==> src/rtl/core/tcch_pkg.sv <==
// ----------------------------------------------------------------------------
// tcch_pkg
// shared constants, types and arctangent table of the compass heading core
// ----------------------------------------------------------------------------
package tcch_pkg;

    // fixed-point formats
    localparam int GUARD_BITS = 8;
    localparam int ZW         = 18;
    localparam int DECL_W     = 12;
    localparam int HEAD_W     = 9;
    localparam int TENTH_W    = 12;
    localparam int RAW_W      = 14;
    localparam int GAIN_W     = 18;
    localparam int TPR_W      = 22;
    localparam int RECIP_W    = 13;

    typedef logic signed [ZW-1:0] angle_t;

    localparam angle_t                    HALF_PI_Q14        = 18'sd25736;
    localparam logic signed [GAIN_W-1:0]  INV_GAIN_Q16       = 18'sd39797;
    localparam logic signed [TPR_W-1:0]   TENTHS_PER_RAD_Q24 = 22'sd586709;
    localparam logic signed [RAW_W-1:0]   FULL_TURN_TENTHS   = 14'sd3600;
    localparam logic signed [DECL_W-1:0]  DECL_RESET         = 12'sd45;
    localparam logic [RECIP_W-1:0]        RECIP_TEN_Q16      = 13'd6554;

    // atan(2^-i) in q4.14 radians
    localparam angle_t ATAN_TAB [24] = '{
        18'sd12868, 18'sd7596, 18'sd4014, 18'sd2037, 18'sd1023, 18'sd512,
        18'sd256,   18'sd128,  18'sd64,   18'sd32,   18'sd16,   18'sd8,
        18'sd4,     18'sd2,    18'sd1,    18'sd0,    18'sd0,    18'sd0,
        18'sd0,     18'sd0,    18'sd0,    18'sd0,    18'sd0,    18'sd0
    };

endpackage

==> src/rtl/core/tcch_cordic_cell.sv <==
// ----------------------------------------------------------------------------
// tcch_cordic_cell
// one micro-rotation of a cordic chain, vectoring or rotation mode
// ----------------------------------------------------------------------------
module tcch_cordic_cell #(
    parameter int VW     = 28,
    parameter int STAGE  = 0,
    parameter bit ROTATE = 1'b0,
    parameter int SIDE_W = 1
) (
    input  logic                 clk,
    input  logic                 en,
    input  logic signed [VW-1:0] x_in,
    input  logic signed [VW-1:0] y_in,
    input  tcch_pkg::angle_t     z_in,
    input  logic [SIDE_W-1:0]    side_in,
    output logic signed [VW-1:0] x_out,
    output logic signed [VW-1:0] y_out,
    output tcch_pkg::angle_t     z_out,
    output logic [SIDE_W-1:0]    side_out
);
    import tcch_pkg::*;

    logic signed [VW-1:0] dx;
    logic signed [VW-1:0] dy;
    logic                 toward;
    logic signed [VW-1:0] x_next;
    logic signed [VW-1:0] y_next;
    angle_t               z_next;
    logic signed [VW-1:0] x_reg;
    logic signed [VW-1:0] y_reg;
    angle_t               z_reg;
    logic [SIDE_W-1:0]    side_reg;

    // direction from the residual angle or from the sign of y
    always_comb
    begin
        dx     = y_in >>> STAGE;
        dy     = x_in >>> STAGE;
        toward = ROTATE ? z_in[ZW-1] : !y_in[VW-1];
        if (toward)
        begin
            x_next = x_in + dx;
            y_next = y_in - dy;
            z_next = z_in + ATAN_TAB[STAGE];
        end
        else
        begin
            x_next = x_in - dx;
            y_next = y_in + dy;
            z_next = z_in - ATAN_TAB[STAGE];
        end
    end

    // stage register
    always_ff @(posedge clk)
    begin
        if (en)
        begin
            x_reg    <= x_next;
            y_reg    <= y_next;
            z_reg    <= z_next;
            side_reg <= side_in;
        end
    end

    assign x_out    = x_reg;
    assign y_out    = y_reg;
    assign z_out    = z_reg;
    assign side_out = side_reg;
endmodule

==> config.mk <==
export PLATFORM = sky130hd
export DESIGN_NAME = tcch_cordic_cell
export DESIGN_NICKNAME = d
export VERILOG_FILES = /design/src/rtl/core/tcch_pkg.sv /design/src/rtl/core/tcch_cordic_cell.sv
export SDC_FILE = /design/constraint.sdc
export NUM_CORES = 1
export LEC_CHECK = 0
export BUFFER_PORTS_ARGS = -buffer_cell sky130_fd_sc_hd__clkbuf_2
export CAP_MARGIN = 20
export CORE_ASPECT_RATIO = 0.7
export CORE_MARGIN = 5
export CORE_UTILIZATION = 35
export DETAILED_ROUTE_END_ITERATION = 8
export PLACE_DENSITY_LB_ADDON = 0.25
export SYNTH_ARGS = -nofsm -noshare
export SYNTH_HDL_FRONTEND = slang
export SYNTH_SLANG_ARGS = --single-unit
==> constraint.sdc <==
create_clock -name clk -period 6 [get_ports clk]
set_input_delay 1.2 -clock clk [delete_from_list [all_inputs] [get_ports clk]]
set_output_delay 1.2 -clock clk [all_outputs]
set_load 0.005 [all_outputs]
==> impl_metrics.env <==
export IMPL_outcome="finished clean"
export IMPL_drive_gt1_frac=0.199
export IMPL_setup_tns_ns=0
export IMPL_grt_pass1_wl_um=34400
export IMPL_ios=152
export IMPL_ys_ff_latch=74
export IMPL_numPortBuffers=151
export IMPL_num_antenna_cells=0
export IMPL_worstHoldPathType="in2reg"
export IMPL_drt_antenna_violating_nets=0
export IMPL_syn_area_um2=7450
export IMPL_crit_fanout=12
export IMPL_final_max_slew_viol_count=0
export IMPL_nets=1152
export IMPL_fin_crit_ns=3.95
export IMPL_area_delta_synth_final_pct=16.6
export IMPL_initial_core_util=0.358
export IMPL_antenna_found_initial=0
export IMPL_htree_levels=3
export IMPL_vias_per_cell=5.25
export IMPL_rsz0062_at_grt="no"
export IMPL_maxSlewHeadroom=0.333
export IMPL_place_inst=1241
export IMPL_clockBufferDepth=2
export IMPL_cts_sinks=74
export IMPL_vias=6597
export IMPL_hp_start="side_in"
export IMPL_yosysWarningCount=0
export IMPL_ys_seq_area_frac=0.298
export IMPL_grt_pass1_vias=6019
export IMPL_dieWidth_um=184
export IMPL_worstSetupStartpointType="primary input"
export IMPL_dieArea_um2=24300
export IMPL_path_class="in2reg"
export IMPL_clk_pin_slew_ns=0.06
export IMPL_fin_util=0.417
export IMPL_p_leak_nw=3.94
export IMPL_crit_path_end_kind="flop"
export IMPL_netlist_instances=849
export IMPL_ys_async_sr_fraction=0
export IMPL_worstMarginPinSlew_ns=0.975
export IMPL_rows=44
export IMPL_fin_crit_sh=0.658
export IMPL_grt_usage=0.177
export IMPL_multiInputGateArea_um2=4690
export IMPL_whs_ns=1.05
export IMPL_hold_violations=0
export IMPL_yosysTopAreaCell="edfxtp_1"
export IMPL_synthTopCellsByCount="95 x a21oi_1, 95 x ha_1, 89 x inv_1, 74 x edfxtp_1, 50 x xnor2_1"
export IMPL_core_um2=20800
export IMPL_power_per_cell_area_nw_per_um2=226
export IMPL_route_detailed_drc=0
export IMPL_drt_total_wl_um=22000
export IMPL_stdcell_count=1256
export IMPL_synth_top_cells_by_area="edfxtp_1 30%, ha_1 16%, a21oi_1 6.4%"
export IMPL_die_y_um=132
export IMPL_wire_per_inst_um=17.5
export IMPL_syn_nets=1025
export IMPL_ys_flop_type="edfxtp_1"
export IMPL_ctsHoldBuffers=0
export IMPL_dr_pass1_iters=5
export IMPL_synthDistinctLibCells=69
export IMPL_drt_iter0_markers=719
export IMPL_arrival_ns=4.03
export IMPL_routabilityCongestion=0.919
export IMPL_clock_fmax_mhz=253
export IMPL_dp_hpwl_um=18200
export IMPL_post_cts_buffers=0
export IMPL_required_ns=6.08
export IMPL_avgSynthCellArea_um2=8.77
export IMPL_yosysTopAreaCellShare=0.298
export IMPL_synth_edf_count=74
export IMPL_crit_path_start="x_in[2]"
export IMPL_num_fill_cells=2103
export IMPL_numCtsBuffers=9
export IMPL_cts_tree="yes"
export IMPL_layout_area_seq_um2=2220
export IMPL_grt_max_degree=85
export IMPL_ctsResizeCount=0
export IMPL_grt_overflow_total=0
export IMPL_setup_viol=0
export IMPL_vdd_drop_max_uv=154
export IMPL_drv_cap=0
export IMPL_clockRootBuffer="clkbuf_16"
==> per-layer routing <==
| layer | up-vias | global-route usage | wire, um |
|---|---|---|---|
| met5 | - | 0 | 0 |
| met4 | 0 | 0.0320 | 178 |
| met3 | 13 | 0.0485 | 2420 |
| met2 | 292 | 0.198 | 7260 |
| met1 | 2989 | 0.315 | 12100 |
| li1 | 3303 | - | - |
==> area by class of cell <==
class,instances,share of cell area
Multi-Input combinational cell,643,0.540
Sequential cell,74,0.256
Timing Repair Buffer,154,0.0896
Inverter,94,0.0406
Tap cell,276,0.0398
Clock buffer,9,0.0259
Clock inverter,6,0.00778
==> worst paths after layout <==
kind / cells after the start / slack (ns) / end
worst min-delay path: 1 / 1.05 / side_out$_DFFE_PP_
worst max-delay path: 11 / 2.05 / x_out[27]$_DFFE_PP_
==> critical path, cell delays in order <==
cell and delay [ns]:
clkbuf_2 0.11, inv_1 0.04, ha_1 0.52, nand3_1 0.17, o21bai_1 0.21, a2111oi_0 0.88, or2_2 0.26, o211ai_1 0.12
a21o_1 0.20, a32oi_1 0.20, xor2_1 0.10
==> where the power goes <==
group / internal, mW / switching (mW) / total, mW
sequential: 0.685 / 0.0239 / 0.708
clock: 0.321 / 0.204 / 0.525
combinational: 0.289 / 0.436 / 0.725
==> through the flow <==
step	power, mW	setup WS (ns)	instance area, um2
floorplan	1.16	2.25	7450
global placement	1.44	1.76	8390
detailed placement	1.44	1.72	8390
CTS	1.97	2.08	8680
global route	2.09	1.79	8680
finish	1.96	2.05	8680
==> cell usage in the layout, fill, tap and decap left out, types with 8 or more instances in the layout <==
master,n
a211oi_1,9
a21o_1,20
a21oi_1,95
clkbuf_16,9
clkbuf_2,150
edfxtp_1,74
ha_1,95
inv_1,89
mux2i_1,9
nand2_1,46
nand2b_1,13
nand3_1,9
nor2_1,46
nor2b_1,11
nor3_1,24
o211ai_1,10
o21a_1,8
o21ai_0,48
o21bai_1,17
o31ai_1,12
or2_2,8
xnor2_1,50
xor2_1,13
==> logic make-up (layout without fill, tap and decap cells) <==
kind of cell	Yosys count	after routing	synth area share
compound gates	275	275	0.240
simple gates	197	197	0.133
buf+inv	132	263	0.0717
fa+ha+maj	99	99	0.170
flops	74	74	0.298
xor+xnor	63	63	0.0741
mux	9	9	0.0121
==> registers in the layout (all words and copies together), names as in the netlist <==
register / flops
z_out: 18
x_out: 27
y_out: 28
side_out: 1
No activity file was read; power rests on OpenSTA's default activity.
