$ cat src/rtl/core/tcch_pkg.sv
// ----------------------------------------------------------------------------
// tcch_pkg
// shared constants, types and arctangent table of the compass heading core
// ----------------------------------------------------------------------------
package tcch_pkg;

    // fixed-point formats
    localparam int GUARD_BITS = 8;
    localparam int ZW         = 18;
    localparam int DECL_W     = 12;
    localparam int HEAD_W     = 9;
    localparam int TENTH_W    = 12;
    localparam int RAW_W      = 14;
    localparam int GAIN_W     = 18;
    localparam int TPR_W      = 22;
    localparam int RECIP_W    = 13;

    typedef logic signed [ZW-1:0] angle_t;

    localparam angle_t                    HALF_PI_Q14        = 18'sd25736;
    localparam logic signed [GAIN_W-1:0]  INV_GAIN_Q16       = 18'sd39797;
    localparam logic signed [TPR_W-1:0]   TENTHS_PER_RAD_Q24 = 22'sd586709;
    localparam logic signed [RAW_W-1:0]   FULL_TURN_TENTHS   = 14'sd3600;
    localparam logic signed [DECL_W-1:0]  DECL_RESET         = 12'sd45;
    localparam logic [RECIP_W-1:0]        RECIP_TEN_Q16      = 13'd6554;

    // atan(2^-i) in q4.14 radians
    localparam angle_t ATAN_TAB [24] = '{
        18'sd12868, 18'sd7596, 18'sd4014, 18'sd2037, 18'sd1023, 18'sd512,
        18'sd256,   18'sd128,  18'sd64,   18'sd32,   18'sd16,   18'sd8,
        18'sd4,     18'sd2,    18'sd1,    18'sd0,    18'sd0,    18'sd0,
        18'sd0,     18'sd0,    18'sd0,    18'sd0,    18'sd0,    18'sd0
    };

endpackage

$ cat src/rtl/core/tcch_quadrant_cell.sv
// ----------------------------------------------------------------------------
// tcch_quadrant_cell
// quarter-turn pre-rotation ahead of a cordic chain, registered
// ----------------------------------------------------------------------------
module tcch_quadrant_cell #(
    parameter int VW     = 28,
    parameter bit ROTATE = 1'b0,
    parameter int SIDE_W = 1
) (
    input  logic                 clk,
    input  logic                 en,
    input  logic signed [VW-1:0] x_in,
    input  logic signed [VW-1:0] y_in,
    input  tcch_pkg::angle_t     z_in,
    input  logic [SIDE_W-1:0]    side_in,
    output logic signed [VW-1:0] x_out,
    output logic signed [VW-1:0] y_out,
    output tcch_pkg::angle_t     z_out,
    output logic [SIDE_W-1:0]    side_out
);
    import tcch_pkg::*;

    logic signed [VW-1:0] x_next;
    logic signed [VW-1:0] y_next;
    angle_t               z_next;
    logic signed [VW-1:0] x_reg;
    logic signed [VW-1:0] y_reg;
    angle_t               z_reg;
    logic [SIDE_W-1:0]    side_reg;

    // bring the vector or the angle into the right half plane
    always_comb
    begin
        x_next = x_in;
        y_next = y_in;
        z_next = z_in;
        if (ROTATE)
        begin
            if (z_in > HALF_PI_Q14)
            begin
                x_next = -y_in;
                y_next = x_in;
                z_next = z_in - HALF_PI_Q14;
            end
            else if (z_in < -HALF_PI_Q14)
            begin
                x_next = y_in;
                y_next = -x_in;
                z_next = z_in + HALF_PI_Q14;
            end
        end
        else if (x_in < 0)
        begin
            if (y_in >= 0)
            begin
                x_next = y_in;
                y_next = -x_in;
                z_next = HALF_PI_Q14;
            end
            else
            begin
                x_next = -y_in;
                y_next = x_in;
                z_next = -HALF_PI_Q14;
            end
        end
    end

    // stage register
    always_ff @(posedge clk)
    begin
        if (en)
        begin
            x_reg    <= x_next;
            y_reg    <= y_next;
            z_reg    <= z_next;
            side_reg <= side_in;
        end
    end

    assign x_out    = x_reg;
    assign y_out    = y_reg;
    assign z_out    = z_reg;
    assign side_out = side_reg;
endmodule

$ cat config.mk
export PLATFORM = sky130hd
export DESIGN_NAME = tcch_quadrant_cell
export DESIGN_NICKNAME = d
export VERILOG_FILES = /design/src/rtl/core/tcch_pkg.sv /design/src/rtl/core/tcch_quadrant_cell.sv
export SDC_FILE = /design/constraint.sdc
export NUM_CORES = 1
export LEC_CHECK = 0
export BUFFER_PORTS_ARGS = -buffer_cell sky130_fd_sc_hd__buf_2
export CORE_MARGIN = 8
export CORE_UTILIZATION = 35
export DETAILED_ROUTE_END_ITERATION = 12
export PLACE_DENSITY = 0.71
export SLEW_MARGIN = 20
export SYNTH_ARGS = -nofsm -noshare
export SYNTH_HDL_FRONTEND = slang
export SYNTH_SLANG_ARGS = --single-unit
export TNS_END_PERCENT = 10
$ cat constraint.sdc
create_clock -name clk -period 5.3 [get_ports clk]
set_input_delay 0.265 -clock clk [delete_from_list [all_inputs] [get_ports clk]]
set_output_delay 0.265 -clock clk [all_outputs]
set_load 0.01 [all_outputs]
==> metrics.md <==
| Metric | Value |
|---|---|
| CP required | 5.34 ns |
| Hold Violations, Final | 0 |
| First-pass detailed-route iteration total | 4 |
| Post-CTS sizing | 0 |
| Seq cells post-synth | 75 |
| CP Buf/Inv Count | 1 |
| Placed cell count | 689 |
| Met3 Wirelength | 963 um |
| Type of element launching the critical path | input port |
| Number of flops mapped to enable cells by yosys | 75 |
| Final Non-Filler Cells | 706 |
| Max Fanout on Critical Path | 8 |
| Met1 wire length | 5230 um |
| Max-Cap Viols | 0 |
| CP max stage delay | 0.80 ns |
| # hold bufs at CTS | 0 |
| Slowest library cell on the worst path | nor4_1 |
| Combinational share of power | 0.180 |
| Synthesized area | 4170 um^2 |
| FFs w/ async S/R, synth | 0 |
| Root Buffer | clkbuf_16 |
| Vias | 3686 |
| Die X | 125 um |
| Seq pwr share | 0.474 |
| Worst path arrival time | 2.39 ns |
| Kind of critical path | input port to register |
| Max-slew headroom | 0.351 |
| Routed wl met2 | 6090 um |
| Synth Flop Type | edfxtp_1 |
| RSZ-0062 raised after global routing | no |
| CP endpoint kind | register |
| Total gr overflow | 0 |
| Power density cells | 296 nW/um^2 |
| # rows | 40 |
| Setup repair bufs after CTS | 0 |
| Area contributors post-synth | edfxtp_1, a21oi_1, nor2_1 |
| Max-slew violations | 0 |
| Drt via density | 5.22 |
| Initial Util | 0.353 |
| Vias in the first global route | 3667 |
| TritonCTS Buffers | 9 |
| Synth area leader | edfxtp_1 |
| Final nets | 632 |
| Final ANT Viol Nets | 0 |
| Max Clk Rate | 426 MHz |
| Tot Pwr | 1560 uW |
| Switching pwr | 410 uW |
| Syn nets | 495 |
| Max layer used | met4 |
| Seq/Total Area, Yosys | 0.540 |
| Clk pwr share | 0.346 |
| Drt initial violations | 289 |
| Synth cell count leaders | edfxtp_1, nor2_1, a21oi_1, xor2_1, o21ai_0 |
| Switching Share | 0.263 |
| Core footprint | 11800 um^2 |
| Max H-tree Level | 3 |
| Area growth syn-to-layout | 26.3% |
| Largest delay contributor family on the critical path | simple AND/OR/NAND/NOR gates |
| CTS tree | done |
| DRC violations left | 0 |
| HP Class | input port to register |
| Top-count cell post-synth | edfxtp_1 |
| Fin Setup TNS | 0 ns |
| Post-synthesis cell count | 416 |
| DR WL/cell | 17.7 um |
| Worst VDD drop | 122 uV |
| Antenna violations before repair | 1 |
| Clock tree sinks | 75 |
| Die area | 15700 um^2 |
| Clk slew on worst S/H paths | 0.06 ns |
| Fillers | 1184 |
| RePlAce Congestion | 0.877 |
| Layout cells sized above 1 | 0.303 |
| GRT Util Overall | 0.156 |
| Pleak | 0.00212 uW |
| Outcome | finished clean |
| Die Ht | 125 um |
| Fin crit share | 0.443 |
| Syn avg cell area | 10.0 um^2 |
| Final setup viols | 0 |
| Syn. warnings | 0 |
| CTS max path bufs | 2 |
| Library cells used by synthesis | 35 |
| Area share of the largest cell type after synthesis | 0.540 |
| Pint | 1150 uW |
| Post-Route WL | 12500 um |
| First-pass GRT wire length | 19400 um |
| PortBufs | 151 |
| Pin count of the biggest net entering global routing | 131 |
| Worst-Margin Slew | 0.974 ns |
| Top-level port count | 152 |
| Detailed placement HPWL | 9350 um |
| Final min period | 2.35 ns |
| Critical path cell sequence | buf_2 > nor4_1 > nand2_1 > o31ai_1 > xor2_1 > a21oi_1 |
## state kept, by name, summed over array words and instances, names as in the netlist
name	flops
x_out	28
y_out	28
z_out	18
side_out	1
## logic make-up after synthesis
family / count (synthesis) / share of synthesized area
buffers and inverters: 48 / 0.0468
DFF: 75 / 0.540
xor gates and xnor gates: 49 / 0.103
AOI/OAI and AO/OA: 111 / 0.149
and+or+nand+nor: 129 / 0.150
muxes: 2 / 0.00480
adders and majority gates: 2 / 0.00600
## power by group through the flow
stage	sequential, uW	clock [uW]	combinational (uW)
final	738	539	280
after global routing	744	575	308
after CTS	739	550	283
after detailed placement	750	0	282
after global placement	750	0	276
after floorplan	782	0	107
## metrics by stage
step | util | instance area [um^2] | setup WS, ns | hold slack, ns
after floorplan | - | 4170 | 2.94 | 0.364
after global placement | 0.424 | 5000 | 2.71 | 0.445
after detailed placement | 0.424 | 5000 | 2.65 | 0.447
after CTS | 0.445 | 5260 | 2.99 | 0.104
after global routing | 0.446 | 5270 | 2.82 | 0.101
final | 0.446 | 5270 | 2.95 | 0.113
## area by class of cell
class / instances / area (um^2) / share of cell area
Tap cell: 147 / 184 / 0.0349
Sequential cell: 75 / 2250 / 0.428
Inverter: 23 / 86.3 / 0.0164
Clock inverter: 3 / 15.0 / 0.00285
Antenna cell: 1 / 2.50 / 0.000475
Multi-Input combinational cell: 293 / 1720 / 0.327
Clock buffer: 13 / 240 / 0.0456
Timing Repair Buffer: 151 / 764 / 0.145
## routing by layer
| metal | track usage | vias to the layer above |
|---|---|---|
| li1 | - | 1787 |
| met1 | 0.192 | 1740 |
| met2 | 0.255 | 143 |
| met3 | 0.0467 | 16 |
| met4 | 0.0573 | 0 |
| met5 | 0 | - |
## final timing paths
path	slack, ns	end	cells after the start	start
setup / recovery	2.95	x_out[22]$_DFFE_PP_	6	y_in[7]
hold / removal	0.11	side_out$_DFFE_PP_	1	side_in
## layout by cell type, fill, tap and decap left out, types with 6 or more instances in the layout
master     Yosys  final
clkbuf_16      0      9
edfxtp_1      75     75
xnor2_1       21     21
xor2_1        28     28
or4_1          7      7
a21oi_1       59     59
nor2_1        71     71
inv_1         23     23
nor4_1         9      9
o21ai_0       27     27
nor3_1         8      8
nand2_1        9      9
buf_2          1    149
a31oi_1        6      6
o31ai_1       11     11
(Power assumes the default switching activity.)
