### config.mk
export PLATFORM = sky130hd
export DESIGN_NAME = tcch_sqrt_cell
export DESIGN_NICKNAME = d
export VERILOG_FILES = /design/src/rtl/core/tcch_sqrt_cell.sv
export SDC_FILE = /design/constraint.sdc
export NUM_CORES = 1
export LEC_CHECK = 0
export BUFFER_PORTS_ARGS = -buffer_cell sky130_fd_sc_hd__buf_2
export CAP_MARGIN = 20
export CORE_MARGIN = 5
export CORE_UTILIZATION = 51
export DETAILED_ROUTE_END_ITERATION = 16
export PLACE_DENSITY_LB_ADDON = 0.2
export SYNTH_ARGS = -nofsm -noshare
export SYNTH_HDL_FRONTEND = slang
export SYNTH_SLANG_ARGS = --single-unit
export TNS_END_PERCENT = 30
### constraint.sdc
create_clock -name clk -period 4.85 [get_ports clk]
set_clock_uncertainty 0.1 [all_clocks]
set_input_delay 0.7275 -clock clk [delete_from_list [all_inputs] [get_ports clk]]
set_output_delay 0.7275 -clock clk [all_outputs]
set_load 0.05 [all_outputs]
### src/rtl/core/tcch_sqrt_cell.sv
// ----------------------------------------------------------------------------
// tcch_sqrt_cell
// one bit of a pipelined floor square root, carries side data along
// ----------------------------------------------------------------------------
module tcch_sqrt_cell #(
    parameter int SB     = 16,
    parameter int K      = 0,
    parameter int SIDE_W = 1
) (
    input  logic                clk,
    input  logic                en,
    input  logic [2*SB-1:0]     rem_in,
    input  logic [SB-1:0]       root_in,
    input  logic [SIDE_W-1:0]   side_in,
    output logic [2*SB-1:0]     rem_out,
    output logic [SB-1:0]       root_out,
    output logic [SIDE_W-1:0]   side_out
);
    localparam int TW = 2 * SB + 1;

    logic [TW-1:0]     trial;
    logic [TW-1:0]     rem_ext;
    logic [TW-1:0]     diff;
    logic              fits;
    logic [2*SB-1:0]   rem_next;
    logic [SB-1:0]     root_next;
    logic [2*SB-1:0]   rem_reg;
    logic [SB-1:0]     root_reg;
    logic [SIDE_W-1:0] side_reg;

    // try setting root bit k: rem - (root << (k+1)) - 4^k
    always_comb
    begin
        trial     = (TW'(root_in) << (K + 1)) | (TW'(1) << (2 * K));
        rem_ext   = {1'b0, rem_in};
        diff      = rem_ext - trial;
        fits      = (rem_ext >= trial);
        rem_next  = fits ? diff[2*SB-1:0] : rem_in;
        root_next = fits ? (root_in | (SB'(1) << K)) : root_in;
    end

    // stage register
    always_ff @(posedge clk)
    begin
        if (en)
        begin
            rem_reg  <= rem_next;
            root_reg <= root_next;
            side_reg <= side_in;
        end
    end

    assign rem_out  = rem_reg;
    assign root_out = root_reg;
    assign side_out = side_reg;
endmodule

==> results.json, run 1 <==
{
  "status": "finished, final reports clean",
  "finalInstanceArea_sq_mm": 0.003616,
  "postCtsSetupBuffers": 0,
  "grt_max_degree": 50,
  "cts.htree.levels": 2,
  "die_w_um": 85.87,
  "synthTopCellsByArea": "edfxtp_1 50%, ha_1 7.2%, xnor2_1 6.0%",
  "hold_buffers": 0,
  "min_path_type": "input pin to flop",
  "initial_core_util": 0.5298,
  "track_usage": 0.1803,
  "grt_first_pass_wirelength_um": 10760,
  "cts_root_buf": "clkbuf_8",
  "numCtsBuffers": 5,
  "rsz0062_at_grt": "false",
  "drt_wl_total_um": 6590,
  "path_clk_slew_ps": 90,
  "period_needed_ps": 3776,
  "max-slew-margin-rel": 0.5807,
  "setup-violations-final": 0,
  "dieArea_sq_mm": 0.007373,
  "power_density_mw_per_mm2": 324.4,
  "ys_ff_latch": 49,
  "worstPathCellList": "buf_2 > fa_1 > a211oi_1 > o31ai_1 > a21o_1 > a2111oi_0 > o41a_1 > or4b_4 > xnor2_2",
  "io_buffer_count": 99,
  "area_growth_pct": 23.19,
  "synth_top_area_share": 0.5013,
  "tightest_slew_ps": 613.0,
  "nets": 438,
  "end_kind": "flop",
  "maxCapViolCount": 0,
  "critical_path_class": "input pin to flop",
  "postRouteAntennaNets": 0,
  "yosysWarnings": 0,
  "final_common_cell": "buf_2",
  "post_dp_cell_area_sq_mm": 0.003506,
  "dp_hpwl_um": 5145,
  "gp_congestion": 0.8626,
  "critical_path.max_fanout": 7,
  "crit_path_max_incr_delay_ps": 600,
  "syn-instance-count": 266,
  "die_h_um": 85.87,
  "drive_gt1_frac": 0.3297,
  "row_count": 27,
  "synth_seq_area_share": 0.5013,
  "cp-start-kind": "input pin",
  "grt_pass1_vias": 2398,
  "synth_cell_types": 44,
  "mostFrequentLayoutCells": "99 x buf_2, 49 x edfxtp_1, 27 x a21oi_1",
  "io_pins": 100,
  "cts_tree": "yes",
  "gr-total-overflow": 0,
  "p_leak_nw": 1.561,
  "peakVddDrop_mv": 0.1731,
  "drt_iter0_markers": 183,
  "cts.sinks": 49,
  "crit_required_ps": 4800,
  "viasPerCell": 5.398,
  "critPathTopFamily": "compound AO/OA/AOI/OAI gates",
  "postSynthAreaPerCell_sq_um": 11.04,
  "coreArea_sq_mm": 0.005540,
  "synth_nets": 335,
  "yosys.area.top_type": "edfxtp_1",
  "crit_buf_inv": 1,
  "hold_violations": 0,
  "wire_per_inst_um": 14.91,
  "fin_tns_setup_ps": 0,
  "layout_worst_path_cycle_share": 0.7786,
  "worstPathArrival_ps": 3730,
  "clock.fmax_mhz": 264.8,
  "clockBufferDepth": 2,
  "drv_slew": 0,
  "drcViolationCount": 0,
  "grt_antenna_before_repair": 0,
  "synth_area_sq_mm": 0.002935,
  "num_vias": 2386,
  "cts_resized": 0,
  "num_antenna_cells": 0,
  "dr.pass1.iters": 4,
  "slowest_stage": "a2111oi_0"
}
cells in the mapped netlist:
library cell and n:
a21o_1 6, inv_1 22, nor3b_1 1, o41a_1 1
nor4b_1 2, xnor2_1 20, or2b_1 1, and2_1 3
a31o_2 1, nor2_1 19, a2111oi_0 1, or4_1 1
nand3b_1 1, nand4_1 6, fa_1 1, clkbuf_1 2
nand2_1 16, o221a_2 1, o211ai_1 1, xor2_1 8
nor4bb_1 1, mux2_2 7, or3_1 1, nor4_1 2
o31ai_1 3, o21a_1 2, o221ai_2 1, buf_2 3
a41oi_1 1, o22ai_1 1, nand2b_1 3, a21boi_0 2
or4b_4 1, nor4_4 1, nand3_1 7, o21ai_0 11
a31oi_1 2, nor3_1 6, a21oi_1 27, xnor2_2 1
edfxtp_1 49, a211oi_1 2, ha_1 17, or4b_2 1
cell type report:
cell class / count / area [sq um]
multi-input combinational: 190 / 1359
clock buffer: 6 / 72.57
fill: 461 / 1924
clock inverter: 2 / 10.01
sequential: 49 / 1471
tap: 72 / 90.09
timing repair buffer: 101 / 530.5
inverter: 22 / 82.58
worst paths after layout:
path / startpoint / endpoint / slack, ps / cells after the start
max: rem_in[1] / rem_out[26] / 1070 / 9
min: side_in / side_out / 520 / 1
flip-flops by register name (all words and copies together), names as in the netlist:
name      count
rem_out      32
side_out      1
root_out     16
routing by layer:
layer / share of wire / GRT usage / routed length, um
met2: 0.51 / 0.3174 / 3336
met4: 0.015 / 0.03741 / 101
met3: 0.072 / 0.03842 / 475
met1: 0.41 / 0.2276 / 2676
met5: 0 / 0 / 0
cells by family (layout without fill, tap and decap cells):
| group | Yosys count | count (layout) | synth area share |
|---|---|---|---|
| AOI/OAI and AO/OA | 63 | 63 | 0.1338 |
| xor gates and xnor gates | 29 | 29 | 0.08909 |
| adders and majority gates | 18 | 18 | 0.07928 |
| buffers and inverters | 27 | 131 | 0.03581 |
| DFF | 49 | 49 | 0.5013 |
| muxes | 7 | 7 | 0.02686 |
| and+or+nand+nor | 73 | 73 | 0.1339 |
power by group:
group | switching (mW) | internal (mW)
logic | 0.289 | 0.122
clock network | 0.129 | 0.100
registers | 0.00957 | 0.523
per-stage QoR:
stage | hold slack, ps | total power [mW] | utilization | cells | setup WS (ps)
after floorplan | 726.4 | 0.8438 | - | 266 | 1237
after global placement | 810.5 | 0.9449 | 0.6328 | 433 | 868.2
after detailed placement | 818.7 | 0.9509 | 0.6328 | 433 | 792.6
after CTS | 520.1 | 1.178 | 0.6477 | 441 | 1072
after global routing | 511.8 | 1.230 | 0.6527 | 442 | 770.8
final | 518.5 | 1.173 | 0.6527 | 442 | 1074
Power figures use the tool's default switching activity.
==> run 2, diff against run 1 <==
Clock period 4.85 ns to 3.8 ns, I/O delays scaled along.
==> results.json, run 2 (same netlist as run 1, synthesis figures left out) <==
{
  "area_growth_pct": 25.83,
  "dp_cells": 437,
  "cts.sinks": 49,
  "numCtsBuffers": 5,
  "final_cell_count_no_fill": 446,
  "grt_pass1_vias": 2378,
  "grt_max_degree": 50,
  "num_vias": 2408,
  "period_needed_ps": 3323,
  "wire_per_inst_um": 14.74,
  "grt_first_pass_wirelength_um": 10570,
  "grt_antenna_before_repair": 0,
  "dr.pass1.iters": 4,
  "cts_resized": 0,
  "status": "finished, final reports clean",
  "clockBufferDepth": 2,
  "path_clk_slew_ps": 90,
  "initial_core_util": 0.5298,
  "die_w_um": 85.87,
  "cts_root_buf": "clkbuf_8",
  "drcViolationCount": 0,
  "critical_path.max_fanout": 4,
  "nets": 442,
  "end_kind": "flop",
  "crit_required_ps": 3760,
  "maxCapViolCount": 0,
  "critical_path_class": "input pin to flop",
  "drv_slew": 0,
  "power_mw": 1.647,
  "viasPerCell": 5.399,
  "io_pins": 100,
  "rsz0062_at_grt": "false",
  "peakVddDrop_mv": 0.2404,
  "p_leak_nw": 1.601,
  "fin_tns_setup_ps": 0,
  "clock.fmax_mhz": 300.9,
  "row_count": 27,
  "final_common_cell": "buf_2",
  "cp-start-kind": "input pin",
  "setup-violations-final": 0,
  "min_path_type": "input pin to flop",
  "track_usage": 0.1777,
  "gp_congestion": 0.8355,
  "hold_violations": 0,
  "max-slew-margin-rel": 0.6324,
  "postCtsSetupBuffers": 0,
  "hold_buffers": 0,
  "dieArea_sq_mm": 0.007373,
  "postRouteAntennaNets": 0,
  "tightest_slew_ps": 546.7,
  "power_density_mw_per_mm2": 445.9,
  "nFillCells": 460,
  "drive_gt1_frac": 0.3396,
  "cts_tree": "yes",
  "cts.htree.levels": 2,
  "largest_register_ffs": 32,
  "num_antenna_cells": 0,
  "mostFrequentLayoutCells": "99 x buf_2, 49 x edfxtp_1, 27 x a21oi_1",
  "die_h_um": 85.87,
  "drt_wl_total_um": 6573,
  "dp_hpwl_um": 5188,
  "min_from": "side_in",
  "fin_hold_ws_ps": 345.4,
  "drt_iter0_markers": 144,
  "coreArea_sq_mm": 0.005540,
  "layout_worst_path_cycle_share": 0.8745,
  "io_buffer_count": 99,
  "cp-startpoint": "rem_in[1]",
  "worstPathArrival_ps": 3280,
  "gr-total-overflow": 0
}
-- run 2: cell count changes in the layout (fill, tap and decap cells not counted) --
cell,change
bufinv_16,+2
buf_4,+4
inv_6,+1
clkbuf_1,-1
clkinv_2,-2
buf_16,-1
buf_12,+1
-- run 2: routing by layer --
metal  vias to the layer above  GRT usage  wire (um)
met1                      1114     0.2161       2734
met5                         -          0          0
met2                        91     0.3055       3209
li1                       1193          -          -
met3                        10    0.04419        521
met4                         0    0.06187        108
-- run 2: power by group --
part           leakage, nW  switching (mW)  total, mW  internal [mW]
registers            0.480          0.0128      0.680          0.667
clock network       0.0687           0.175      0.440          0.265
logic                 1.05           0.369      0.526          0.158
-- run 2: worst paths after layout --
path | endpoint | slack, ps | cells past startpoint
setup / recovery | rem_out[26] | 480 | 10
hold / removal | side_out | 350 | 1
-- run 2: area by class of cell --
| type | instances | area (sq um) | area share |
|---|---|---|---|
| clock buffers | 5 | 68.82 | 0.01863 |
| clock inverters | 3 | 68.82 | 0.01863 |
| inverters | 22 | 82.58 | 0.02236 |
| multi-input cells | 190 | 1359 | 0.3679 |
| flip-flops and latches | 49 | 1471 | 0.3984 |
| well taps | 72 | 90.09 | 0.02439 |
| repair buffers | 105 | 553.0 | 0.1497 |
-- run 2: per-stage QoR --
stage          setup WS [ps]  instance area [sq um]    util
4_1_cts                445.7                   3674  0.6631
3_5_place_dp           139.1                   3536  0.6382
5_1_grt                316.4                   3694  0.6667
2_1_floorplan          344.8                   2935       -
6_report               477.0                   3694  0.6667
3_3_place_gp           198.1                   3536  0.6382
-- run 2: critical path, cell delays in order --
cell	delay [ps]
buf_2	120
fa_1	470
a211oi_1	260
o31ai_1	160
a21o_1	250
a2111oi_0	450
buf_4	190
o41a_1	180
or4b_4	480
xnor2_2	140
==> run 3, diff against run 2 <==
Settings changed: CORE_UTILIZATION 51 to 35.
==> results.json, run 3 (same netlist as run 1, synthesis figures left out) <==
{
  "status": "finished, final reports clean",
  "p_int_mw": 1.088,
  "postRouteAntennaNets": 0,
  "num_antenna_cells": 0,
  "final_common_cell": "buf_2",
  "viasPerCell": 4.946,
  "cp_num_cells": 10,
  "worstHoldPathCells": 1,
  "crit_path_max_incr_delay_ps": 480,
  "critPathTopFamily": "compound AO/OA/AOI/OAI gates",
  "cts_tree": "yes",
  "gp_congestion": 0.8361,
  "power_density_mw_per_mm2": 440.9,
  "grt_antenna_before_repair": 0,
  "max-slew-margin-rel": 0.6300,
  "die_w_um": 101.6,
  "combPwrFrac": 0.320,
  "slowest_stage": "fa_1",
  "clockBufferDepth": 2,
  "path_clk_slew_ps": 90,
  "dr.pass1.iters": 4,
  "row_count": 33,
  "tightest_slew_ps": 550.0,
  "maxCapViolCount": 0,
  "drcViolationCount": 0,
  "drt_iter0_markers": 68,
  "gr-total-overflow": 0,
  "period_needed_ps": 3267,
  "grt_pass1_vias": 2376,
  "swShare": 0.3399,
  "drv_slew": 0,
  "rsz0062_at_grt": "false",
  "cts_resized": 0,
  "hold_violations": 0,
  "cts_root_buf": "clkbuf_8",
  "nFillCells": 831,
  "setup-violations-final": 0,
  "nets": 443,
  "critical_path_class": "input pin to flop",
  "track_usage": 0.1365,
  "fin_tns_setup_ps": 0,
  "drive_gt1_frac": 0.3413,
  "final_cell_count_no_fill": 480,
  "wire_per_inst_um": 14.49,
  "p_leak_nw": 1.605,
  "pre_cts_slack_ps": 229.2,
  "p_seq_frac": 0.412,
  "end_kind": "flop",
  "num_vias": 2374,
  "initial_core_util": 0.3590,
  "area_growth_pct": 27.37,
  "layout_worst_path_cycle_share": 0.8597,
  "dp_cells": 471,
  "mostFrequentLayoutCells": "99 x buf_2, 49 x edfxtp_1, 27 x a21oi_1",
  "layout_setup_ws_ps": 533.2,
  "die_h_um": 101.6,
  "dieArea_sq_mm": 0.01032,
  "coreArea_sq_mm": 0.008175,
  "postCtsSetupBuffers": 0,
  "finalCoreUtilization": 0.4573,
  "crit_buf_inv": 2,
  "pwr-share-clk": 0.268,
  "worstPathCellList": "buf_2 > fa_1 > a211oi_1 > o31ai_1 > a21o_1 > a2111oi_0 > buf_4 > o41a_1 > or4b_4 > xnor2_2",
  "dp_hpwl_um": 5437,
  "cts.htree.levels": 2,
  "peakVddDrop_mv": 0.2064,
  "io_buffer_count": 99,
  "numCtsBuffers": 5,
  "io_pins": 100,
  "p_sw_uw": 560.4,
  "drt_wl_total_um": 6957,
  "cp-start-kind": "input pin",
  "worstPathArrival_ps": 3220,
  "clock.fmax_mhz": 306.1,
  "min_path_type": "input pin to flop",
  "grt_max_degree": 50,
  "hold_buffers": 0,
  "crit_required_ps": 3760,
  "grt_first_pass_wirelength_um": 11150,
  "cts.sinks": 49,
  "critical_path.max_fanout": 3,
  "largest_register_ffs": 32
}
-- run 3: worst paths after layout --
path	from	end
setup / recovery	rem_in[1]	rem_out[26]
hold / removal	side_in	side_out
-- run 3: area by class of cell --
| class | count | area, sq um | area share |
|---|---|---|---|
| multi-input combinational | 190 | 1359 | 0.3635 |
| tap | 105 | 131.4 | 0.03514 |
| inverter | 22 | 82.58 | 0.02209 |
| timing repair buffer | 106 | 560.5 | 0.1499 |
| clock inverter | 3 | 65.06 | 0.01740 |
| clock buffer | 5 | 68.82 | 0.01841 |
| sequential | 49 | 1471 | 0.3936 |
-- run 3: routing by layer --
layer / part of all wire / global-route usage / wire length [um]
met5: 0 / 0 / 0
met4: 0.0088 / 0.03272 / 61
met3: 0.071 / 0.04270 / 494
met2: 0.47 / 0.2289 / 3294
met1: 0.45 / 0.1722 / 3107
-- run 3: power by group through the flow --
stage | Combinational [mW] | Sequential, mW | Clock, mW
3_5_place_dp | 0.528 | 0.693 | 0
6_report | 0.527 | 0.680 | 0.441
4_1_cts | 0.530 | 0.681 | 0.458
2_1_floorplan | 0.172 | 0.905 | 0
5_1_grt | 0.567 | 0.686 | 0.485
3_3_place_gp | 0.524 | 0.693 | 0
-- run 3: through the flow --
step                      instance area (sq um)  hold slack [ps]  total power [mW]
after floorplan                            2935            568.9             1.077
after global placement                     3585            654.1             1.217
after detailed placement                   3585            654.9             1.221
after CTS                                  3719            339.1             1.670
after global routing                       3739            330.3             1.737
final                                      3739            347.1             1.648
